`src/lpsl_pkg.sv`:
```
`timescale 1ns / 1ps
// ----------------------------------------------------------------------------
// lpsl_pkg
// Shared types and constants for the length-prefixed string list parser.
// ----------------------------------------------------------------------------
package lpsl_pkg;

   localparam int MAX_STRINGS_DEFAULT = 4096;
   localparam int LEN_SAT             = 4096;
   // result queue depth, must be a power of two and at least 2
   localparam int RSP_DEPTH           = 4;

   typedef enum logic [2:0] {
      PH_COUNT = 3'd0,
      PH_LEN   = 3'd1,
      PH_PAY   = 3'd2,
      PH_TAIL  = 3'd3,
      PH_ERR   = 3'd4
   } phase_type;

   typedef enum logic [1:0] {
      KIND_START = 2'd0,
      KIND_BYTE  = 2'd1,
      KIND_DONE  = 2'd2
   } kind_type;

   typedef enum logic [2:0] {
      ST_OK     = 3'd0,
      ST_SHORT  = 3'd1,
      ST_BIG    = 3'd2,
      ST_CUTLEN = 3'd3,
      ST_CUTPAY = 3'd4,
      ST_TRAIL  = 3'd5
   } status_type;

   typedef struct packed {
      logic [7:0] data_byte;
      logic       has_byte;
      logic       end_of_request;
   } req_type;

   typedef struct packed {
      kind_type    kind;
      logic [11:0] string_index;
      logic [12:0] string_length;
      logic [7:0]  payload_byte;
      status_type  status;
      logic        last_result;
   } rsp_type;

   // up to two results per item: byte-driven result first, end status second
   typedef struct packed {
      logic    first_valid;
      rsp_type first;
      logic    second_valid;
      rsp_type second;
   } push_type;

endpackage

```
`src/lpsl_parse.sv`:
```
`timescale 1ns / 1ps
// ----------------------------------------------------------------------------
// lpsl_parse
// Parser state and per-item decode; emits up to two results per item.
// ----------------------------------------------------------------------------
module lpsl_parse #(
   parameter int MAX_STRINGS = lpsl_pkg::MAX_STRINGS_DEFAULT
) (
   input  logic               clock,
   input  logic               reset,
   input  logic               fire,
   input  lpsl_pkg::req_type  item,
   output lpsl_pkg::push_type push
);

   localparam int SL_W = $clog2(MAX_STRINGS + 1);

   lpsl_pkg::phase_type  phase_ff, phase_in;
   logic [1:0]           pos_ff, pos_in;
   logic [23:0]          acc_ff, acc_in;
   logic [SL_W-1:0]      left_ff, left_in;
   logic [31:0]          pay_ff, pay_in;
   logic [11:0]          idx_ff, idx_in;
   lpsl_pkg::status_type err_ff, err_in;

   logic [31:0] field;
   logic        field_done;
   logic        last_str;
   logic        finish;

   assign field      = {item.data_byte, acc_ff};
   assign field_done = (pos_ff == 2'd3);
   assign last_str   = (left_ff <= SL_W'(1));

   always_comb begin
      phase_in = phase_ff;
      pos_in   = pos_ff;
      acc_in   = acc_ff;
      left_in  = left_ff;
      pay_in   = pay_ff;
      idx_in   = idx_ff;
      err_in   = err_ff;
      finish   = 1'b0;
      push     = '0;

      if (item.has_byte) begin
         case (phase_ff)
            lpsl_pkg::PH_COUNT, lpsl_pkg::PH_LEN: begin
               if (field_done) begin
                  acc_in = '0;
                  pos_in = 2'd0;
                  if (phase_ff == lpsl_pkg::PH_COUNT) begin
                     if (field > 32'(MAX_STRINGS)) begin
                        err_in   = lpsl_pkg::ST_BIG;
                        phase_in = lpsl_pkg::PH_ERR;
                     end else begin
                        left_in  = field[SL_W-1:0];
                        phase_in = (field == 32'd0) ? lpsl_pkg::PH_TAIL : lpsl_pkg::PH_LEN;
                     end
                  end else begin
                     push.first_valid          = 1'b1;
                     push.first.kind           = lpsl_pkg::KIND_START;
                     push.first.string_index   = idx_ff;
                     push.first.string_length  = (field > 32'(lpsl_pkg::LEN_SAT)) ?
                                                 13'(lpsl_pkg::LEN_SAT) : field[12:0];
                     pay_in = field;
                     if (field == 32'd0) begin
                        finish = 1'b1;
                     end else begin
                        phase_in = lpsl_pkg::PH_PAY;
                     end
                  end
               end else begin
                  // field bytes arrive low first; accumulator was cleared
                  case (pos_ff)
                     2'd0:    acc_in[7:0]   = item.data_byte;
                     2'd1:    acc_in[15:8]  = item.data_byte;
                     default: acc_in[23:16] = item.data_byte;
                  endcase
                  pos_in = pos_ff + 2'd1;
               end
            end
            lpsl_pkg::PH_PAY: begin
               push.first_valid         = 1'b1;
               push.first.kind          = lpsl_pkg::KIND_BYTE;
               push.first.string_index  = idx_ff;
               push.first.payload_byte  = item.data_byte;
               pay_in = pay_ff - 32'd1;
               if (pay_ff == 32'd1) begin
                  finish = 1'b1;
               end
            end
            lpsl_pkg::PH_TAIL: begin
               err_in   = lpsl_pkg::ST_TRAIL;
               phase_in = lpsl_pkg::PH_ERR;
            end
            default: begin
            end
         endcase
      end

      if (finish) begin
         idx_in   = idx_ff + 12'd1;
         left_in  = (left_ff == '0) ? '0 : left_ff - SL_W'(1);
         phase_in = last_str ? lpsl_pkg::PH_TAIL : lpsl_pkg::PH_LEN;
      end

      push.first.last_result = ~item.end_of_request;

      if (item.end_of_request) begin
         push.second_valid       = 1'b1;
         push.second.kind        = lpsl_pkg::KIND_DONE;
         push.second.last_result = 1'b1;
         case (phase_in)
            lpsl_pkg::PH_COUNT: push.second.status = lpsl_pkg::ST_SHORT;
            lpsl_pkg::PH_LEN:   push.second.status = lpsl_pkg::ST_CUTLEN;
            lpsl_pkg::PH_PAY:   push.second.status = lpsl_pkg::ST_CUTPAY;
            lpsl_pkg::PH_TAIL:  push.second.status = lpsl_pkg::ST_OK;
            default:            push.second.status = err_in;
         endcase
         phase_in = lpsl_pkg::PH_COUNT;
         pos_in   = 2'd0;
         acc_in   = '0;
         left_in  = '0;
         pay_in   = '0;
         idx_in   = '0;
         err_in   = lpsl_pkg::ST_OK;
      end

      push.first_valid  = push.first_valid & fire;
      push.second_valid = push.second_valid & fire;
   end

   always_ff @(posedge clock) begin
      if (reset) begin
         phase_ff <= lpsl_pkg::PH_COUNT;
         pos_ff   <= 2'd0;
         acc_ff   <= '0;
         left_ff  <= '0;
         pay_ff   <= '0;
         idx_ff   <= '0;
         err_ff   <= lpsl_pkg::ST_OK;
      end else if (fire) begin
         phase_ff <= phase_in;
         pos_ff   <= pos_in;
         acc_ff   <= acc_in;
         left_ff  <= left_in;
         pay_ff   <= pay_in;
         idx_ff   <= idx_in;
         err_ff   <= err_in;
      end
   end

endmodule

```
`src/lpsl_rsp_fifo.sv`:
```
`timescale 1ns / 1ps
// ----------------------------------------------------------------------------
// lpsl_rsp_fifo
// Small result queue: takes up to two results a cycle, gives one unless rsp_stall is high.
// ----------------------------------------------------------------------------
module lpsl_rsp_fifo (
   input  logic               clock,
   input  logic               reset,
   input  lpsl_pkg::push_type push,
   output logic               room,
   output logic               rsp_valid,
   input  logic               rsp_stall,
   output lpsl_pkg::rsp_type  rsp_data
);

   localparam int DEPTH = lpsl_pkg::RSP_DEPTH;
   localparam int PTR_W = $clog2(DEPTH);
   localparam int CNT_W = $clog2(DEPTH + 1);

   lpsl_pkg::rsp_type  entry_ff [DEPTH];
   logic [PTR_W-1:0]   head_ff, head_in;
   logic [PTR_W-1:0]   tail_ff, tail_in;
   logic [CNT_W-1:0]   count_ff, count_in;
   logic [PTR_W-1:0]   second_slot;
   logic [CNT_W-1:0]   n_push;
   logic               pop;

   assign room        = (count_ff <= CNT_W'(DEPTH - 2));
   assign rsp_valid   = (count_ff != '0);
   assign rsp_data    = entry_ff[head_ff];
   assign pop         = rsp_valid & ~rsp_stall;
   assign second_slot = tail_ff + PTR_W'(push.first_valid);
   assign n_push      = CNT_W'(push.first_valid) + CNT_W'(push.second_valid);

   always_comb begin
      head_in  = head_ff + PTR_W'(pop);
      tail_in  = tail_ff + PTR_W'(n_push);
      count_in = count_ff + n_push - CNT_W'(pop);
   end

   always_ff @(posedge clock) begin
      if (push.first_valid) begin
         entry_ff[tail_ff] <= push.first;
      end
      if (push.second_valid) begin
         entry_ff[second_slot] <= push.second;
      end
   end

   always_ff @(posedge clock) begin
      if (reset) begin
         head_ff  <= '0;
         tail_ff  <= '0;
         count_ff <= '0;
      end else begin
         head_ff  <= head_in;
         tail_ff  <= tail_in;
         count_ff <= count_in;
      end
   end

endmodule

```
`src/length_prefixed_string_list_parser.sv`:
```
`timescale 1ns / 1ps
// ----------------------------------------------------------------------------
// length_prefixed_string_list_parser
// Deframes a request body: 4-byte LE count, then strings of 4-byte LE length
// plus payload; reports string starts, payload bytes and an end status.
// ----------------------------------------------------------------------------
// Usage:
//   req_* carries one body byte per item (has_byte) and/or the end marker
//   (end_of_request). rsp_* carries string-start, payload-byte and done items;
//   last_result flags the final result caused by one request item.
//   An item is taken by an input register, decoded from it against the parser
//   state once the queue has room, and written into a 4-entry result queue;
//   results reach rsp_* only from the queue. Throughput is one item per
//   cycle while the queue has room. An item that carries a byte with a result
//   and the end marker gives two results, and the single-ported result queue
//   output then sets the pace at one result per cycle unless rsp_stall holds
//   it. req_stall rises when an item waits in the input register and the
//   queue has fewer than two free slots, so a stalled receiver backs up into
//   the input; nothing is dropped. Reset (synchronous) empties the queue and
//   puts the parser back at the count header of a new request.
// ----------------------------------------------------------------------------
module length_prefixed_string_list_parser #(
   parameter int MAX_STRINGS = lpsl_pkg::MAX_STRINGS_DEFAULT
) (
   input  logic              clock,
   input  logic              reset,
   input  logic              req_valid,
   output logic              req_stall,
   input  lpsl_pkg::req_type req_data,
   output logic              rsp_valid,
   input  logic              rsp_stall,
   output lpsl_pkg::rsp_type rsp_data
);

   logic               in_valid_ff, in_valid_in;
   lpsl_pkg::req_type  in_item_ff;
   logic               room;
   logic               fire;
   logic               accept;
   lpsl_pkg::push_type push;

   assign fire        = in_valid_ff & room;
   assign req_stall   = in_valid_ff & ~room;
   assign accept      = req_valid & ~req_stall;
   assign in_valid_in = accept | (in_valid_ff & ~fire);

   always_ff @(posedge clock) begin
      if (reset) begin
         in_valid_ff <= 1'b0;
      end else begin
         in_valid_ff <= in_valid_in;
      end
   end

   always_ff @(posedge clock) begin
      if (accept) begin
         in_item_ff <= req_data;
      end
   end

   lpsl_parse #(
      .MAX_STRINGS(MAX_STRINGS)
   ) u_parse (
      .clock(clock),
      .reset(reset),
      .fire (fire),
      .item (in_item_ff),
      .push (push)
   );

   lpsl_rsp_fifo u_rsp_fifo (
      .clock    (clock),
      .reset    (reset),
      .push     (push),
      .room     (room),
      .rsp_valid(rsp_valid),
      .rsp_stall(rsp_stall),
      .rsp_data (rsp_data)
   );

   // end status always rides in the second slot and closes the item
   a_second_is_done: assert property (@(posedge clock) disable iff (reset)
      push.second_valid |-> (push.second.kind == lpsl_pkg::KIND_DONE) &&
                            push.second.last_result)
      else $error("end status result malformed");

   // byte-driven result is never a done item and is last only when alone
   a_first_shape: assert property (@(posedge clock) disable iff (reset)
      push.first_valid |-> (push.first.kind != lpsl_pkg::KIND_DONE) &&
                           (push.first.last_result == !push.second_valid))
      else $error("byte result malformed");

   // nothing is decoded unless an item sits in the input register
   a_push_needs_item: assert property (@(posedge clock) disable iff (reset)
      (push.first_valid || push.second_valid) |-> in_valid_ff && room)
      else $error("result pushed without a decoded item");

   // done items carry only a status
   a_done_fields: assert property (@(posedge clock) disable iff (reset)
      (rsp_valid && rsp_data.kind == lpsl_pkg::KIND_DONE) |->
         (rsp_data.string_index == '0) && (rsp_data.string_length == '0) &&
         (rsp_data.payload_byte == '0))
      else $error("done item has stray fields");

endmodule
```
`config.mk`:
```
export PLATFORM = sky130hd
export DESIGN_NAME = length_prefixed_string_list_parser
export DESIGN_NICKNAME = d
export VERILOG_FILES = /design/src/lpsl_pkg.sv /design/src/lpsl_parse.sv /design/src/lpsl_rsp_fifo.sv /design/src/length_prefixed_string_list_parser.sv
export SDC_FILE = /design/constraint.sdc
export NUM_CORES = 1
export LEC_CHECK = 0
export ABC_CLOCK_PERIOD_IN_PS = 4900
export BUFFER_PORTS_ARGS = -buffer_cell sky130_fd_sc_hd__buf_2
export CELL_PAD_IN_SITES_DETAIL_PLACEMENT = 2
export CELL_PAD_IN_SITES_GLOBAL_PLACEMENT = 2
export CORE_MARGIN = 2
export CORE_UTILIZATION = 41
export DETAILED_ROUTE_END_ITERATION = 10
export GPL_TIMING_DRIVEN = 0
export PLACE_DENSITY = 0.86
export SLEW_MARGIN = 20
export SYNTH_ARGS = -nofsm -noshare
export SYNTH_HDL_FRONTEND = slang
export SYNTH_SLANG_ARGS = --single-unit
```
`constraint.sdc`:
```
create_clock -name clock -period 4.9 [get_ports clock]
set_input_delay 0.735 -clock clock [delete_from_list [all_inputs] [get_ports clock]]
set_output_delay 0.735 -clock clock [all_outputs]
set_load 0.03 [all_outputs]
```
==> metrics.md <==
| Metric | Value |
|---|---|
| Outcome | `completed` |
| TritonCTS clock tree | `built` |
| GRT Resource Usage Total | `0.341` |
| CTS resizes | `0` |
| Mapped Area | `between 0.01 and 0.015 mm²` |
| Reg2Reg Depth | `11` |
| P_leak | `about 0.005 µW` |
| Crit path capture type | `flip-flop` |
| Fillers | `3,271` |
| PortBufs | `54` |
| Cell area after layout | `0.0141 mm²` |
| Mean Syn Cell Area | `approximately 8.6 µm²` |
| DRC errors left | `0` |
| DIE HEIGHT | `178 µm` |
| Top cells by count, synth | `233 x dfxtp_1, 198 x nand2_1, 182 x a21oi_1, 147 x nand3_1, 138 x nor2_1` |
| Ant. Diodes | `0` |
| Largest net degree at the start of global routing | `15` |
| # rows | `63` |
| Number of top-level pins | `55` |
| Layout area overhead | `14.1%` |
| Fmax | `226 MHz` |
| Number of flops mapped to enable cells by yosys | `30` |
| Core area | `0.0296 mm²` |
| Asr flop ratio synth | `0` |
| Yosys cell types | `68` |
| Relative slew margins | `0.241` |
| H-tree Lvls | `1` |
| Seq cells post-synth | `approximately 260` |
| Post-Place Cell Area | `~0.013 mm²` |
| Critical path startpoint category | `flip-flop` |
| Final Setup Violations | `0` |
| Cts hold-fix bufs | `0` |
| Initial antenna violation count | `0` |
| Width of the die | `~180 µm` |
| Gr ovfl total | `0` |
| Min-delay src | `req_data[0]` |
| Post-route antenna net violation count | `0` |
| Hold Path End | `in_item_ff[0]` |
| Max VDD drop | `roughly 0.26 mV` |
| Crit share post-route | `0.904` |
| Vias per inst | `6.29` |
| CTS Sinks | `between 200 and 300` |
| Clk buf depth | `3` |
| Full die area | `between 0.03 and 0.04 mm²` |
| Setup slack, reg-to-reg | `roughly 0.47 ns` |
| Worst-Skew Late Latency | `about 0.57 ns` |
| Final Critical Period | `~4.4 ns` |
| CTS clk-pin slew, worst paths | `0.06 ns` |
| Top cell type by total area after synthesis | `dfxtp_1` |
| RSZ-0062 raised after global routing | `false` |
| Worst EP required | `5.13 ns` |
| HPWL Detailed | `35,500 µm` |
| Mapped Cells | `1,434` |
| Hold crit path type | `input pin to flip-flop` |
| First-pass GRT wire length | `a little over 80,000 µm` |
| Layout cells sized above 1 | `0.110` |
| FF/Latch Area | `about 0.0056 mm²` |
| Worst setup path category | `flip-flop to flip-flop` |
| Dominant cells by area after synthesis | `dfxtp_1 38%, a21oi_1 7.4%, edfxtp_1 7.3%, mux4_2 7.1%, nand2_1 6.0%` |
| FF-to-FF Start | `u_parse.pos_ff[0]` |
| Yosys warns | `0` |
| Arr. time, crit path | `around 4.7 ns` |
| Pwr/cell area | `~380 mW/mm²` |
| Sequential fraction of the synthesis area | `0.450` |
| Root Driver | `clkbuf_16` |
| Worst R2R End | `u_rsp_fifo.entry_ff[1][38]` |
| Num CTS Buffers | `29` |
| Final net count | `around 1,600` |
| Hold Slack | `roughly 0.35 ns` |
| Most common cell in the synthesized netlist | `dfxtp_1` |
| Initial Util | `0.417` |
| Via count of the first global-routing pass | `roughly 14,000` |
| Setup Buffers After CTS | `0` |
| Yosys top cell area share | `0.377` |
| Pins Over Slew Limit | `0` |
| CP Launch Point | `u_parse.pos_ff[0]` |
| Final TNS setup | `0 ns` |
| Max FO, Critical Path | `10` |
| Global placer's final weighted congestion | `around 0.90` |
| Final core occ | `0.476` |
| Drt total wl | `about 53,000 µm` |
| Routed len/inst | `about 28 µm` |
| Max Cap Viol | `0` |
| Drt pass-1 iters | `5` |
| Vias | `roughly 12,000` |
| 1st-iter DRT viols | `890` |
| Hold Path Depth | `1` |
| Slew @ Worst Pin | `around 1.1 ns` |
| Area of the multi-input gates | `about 0.0063 mm²` |
| Hold Violations, Final | `0` |
| Syn Nets | `between 1,000 and 1,500` |
| Worst Skew | `~0.028 ns` |
| Top_reg_cell synth | `dfxtp_1` |
-- report_power, final --
group          internal, µW  switching, µW
Combinational           251            496
Sequential             2220           55.4
Clock                  1320            960
Total                  3790           1510
-- flip-flops by register name (all words and copies together), names as in the netlist --
signal,count
u_rsp_fifo.head_ff,2
in_item_ff,10
u_parse.left_ff,13
in_valid_ff,1
u_parse.pos_ff,2
u_rsp_fifo.entry_ff,156
u_parse.idx_ff,12
u_parse.phase_ff,3
u_parse.acc_ff,24
u_rsp_fifo.tail_ff,2
u_rsp_fifo.count_ff,3
u_parse.pay_ff,32
u_parse.err_ff,3
-- final cells by class --
class,count,share of cell area
plain buffers,115,0.0330
clock inverters,7,0.00656
multi-input cells,1033,0.444
well taps,390,0.0346
repair buffers,56,0.0202
clock buffers,44,0.0612
inverters,23,0.00611
flip-flops and latches,263,0.394
-- per-layer routing --
| metal | vias to the layer above | global-route usage | share of wire |
|---|---|---|---|
| met1 | 6223 | 0.419 | 0.41 |
| met2 | 480 | 0.598 | 0.50 |
| met3 | 160 | 0.0409 | 0.049 |
| li1 | 5291 | - | - |
| met5 | - | 0 | 0 |
| met4 | 0 | 0.148 | 0.044 |
-- how the worst max path moves through the flow --
stage,to,slack [ns],cells past startpoint
3_5_place_dp,u_rsp_fifo.entry_ff[1][38],0.72,11
5_1_grt,u_rsp_fifo.entry_ff[1][38],0.31,11
4_1_cts,u_rsp_fifo.entry_ff[1][38],0.61,11
6_report,u_rsp_fifo.entry_ff[1][38],0.47,11
3_3_place_gp,u_rsp_fifo.entry_ff[1][38],0.96,11
2_1_floorplan,u_rsp_fifo.count_ff[2],2.04,13
-- stage by stage --
stage          worst slack, ns  cells  power (µW)
6_report                 0.472   1931        5300
4_1_cts                  0.606   1931        5310
3_5_place_dp             0.720   1880        3060
3_3_place_gp             0.957   1878        3010
5_1_grt                  0.314   1931        5460
2_1_floorplan             2.04   1434        2800
-- critical path: stages, from the launching register on --
cell      delay, ns
dfxtp_1        0.43
ha_1           0.18
clkbuf_1       0.39
nand3b_1       0.17
a21oi_1        0.63
nand2_1        0.26
inv_2          0.24
ha_1           0.25
xnor2_1        0.18
nand3_1        0.27
clkinv_1       0.37
clkbuf_1       0.69
-- logic make-up after synthesis --
group | Yosys count | synth area share
mux | 65 | 0.0920
flops | 263 | 0.450
fa+ha+maj | 16 | 0.0168
compound gates | 320 | 0.147
buf+inv | 138 | 0.0446
simple gates | 607 | 0.232
xor+xnor | 25 | 0.0177
-- cell usage in the layout, fill, tap and decap left out, drive strengths merged, types with 6 or more instances in the layout --
| master | synthesis | layout |
|---|---|---|
| inv | 19 | 20 |
| mux2i | 26 | 26 |
| ha | 15 | 15 |
| a22oi | 18 | 18 |
| o41ai | 7 | 7 |
| clkbuf | 90 | 134 |
| a31oi | 8 | 8 |
| nor3 | 20 | 20 |
| and2 | 15 | 15 |
| nor2 | 138 | 138 |
| or3 | 6 | 6 |
| nand3b | 6 | 6 |
| clkinv | 4 | 8 |
| nand2 | 198 | 198 |
| a211oi | 7 | 7 |
| mux4 | 39 | 39 |
| nor3b | 9 | 9 |
| o21ai | 64 | 64 |
| and3 | 7 | 7 |
| nor4 | 26 | 26 |
| nand3 | 147 | 147 |
| nor2b | 10 | 10 |
| edfxtp | 30 | 30 |
| o31ai | 11 | 11 |
| dfxtp | 233 | 233 |
| a21oi | 182 | 182 |
| xnor2 | 22 | 22 |
| buf | 25 | 81 |
(Power assumes the default switching activity.)
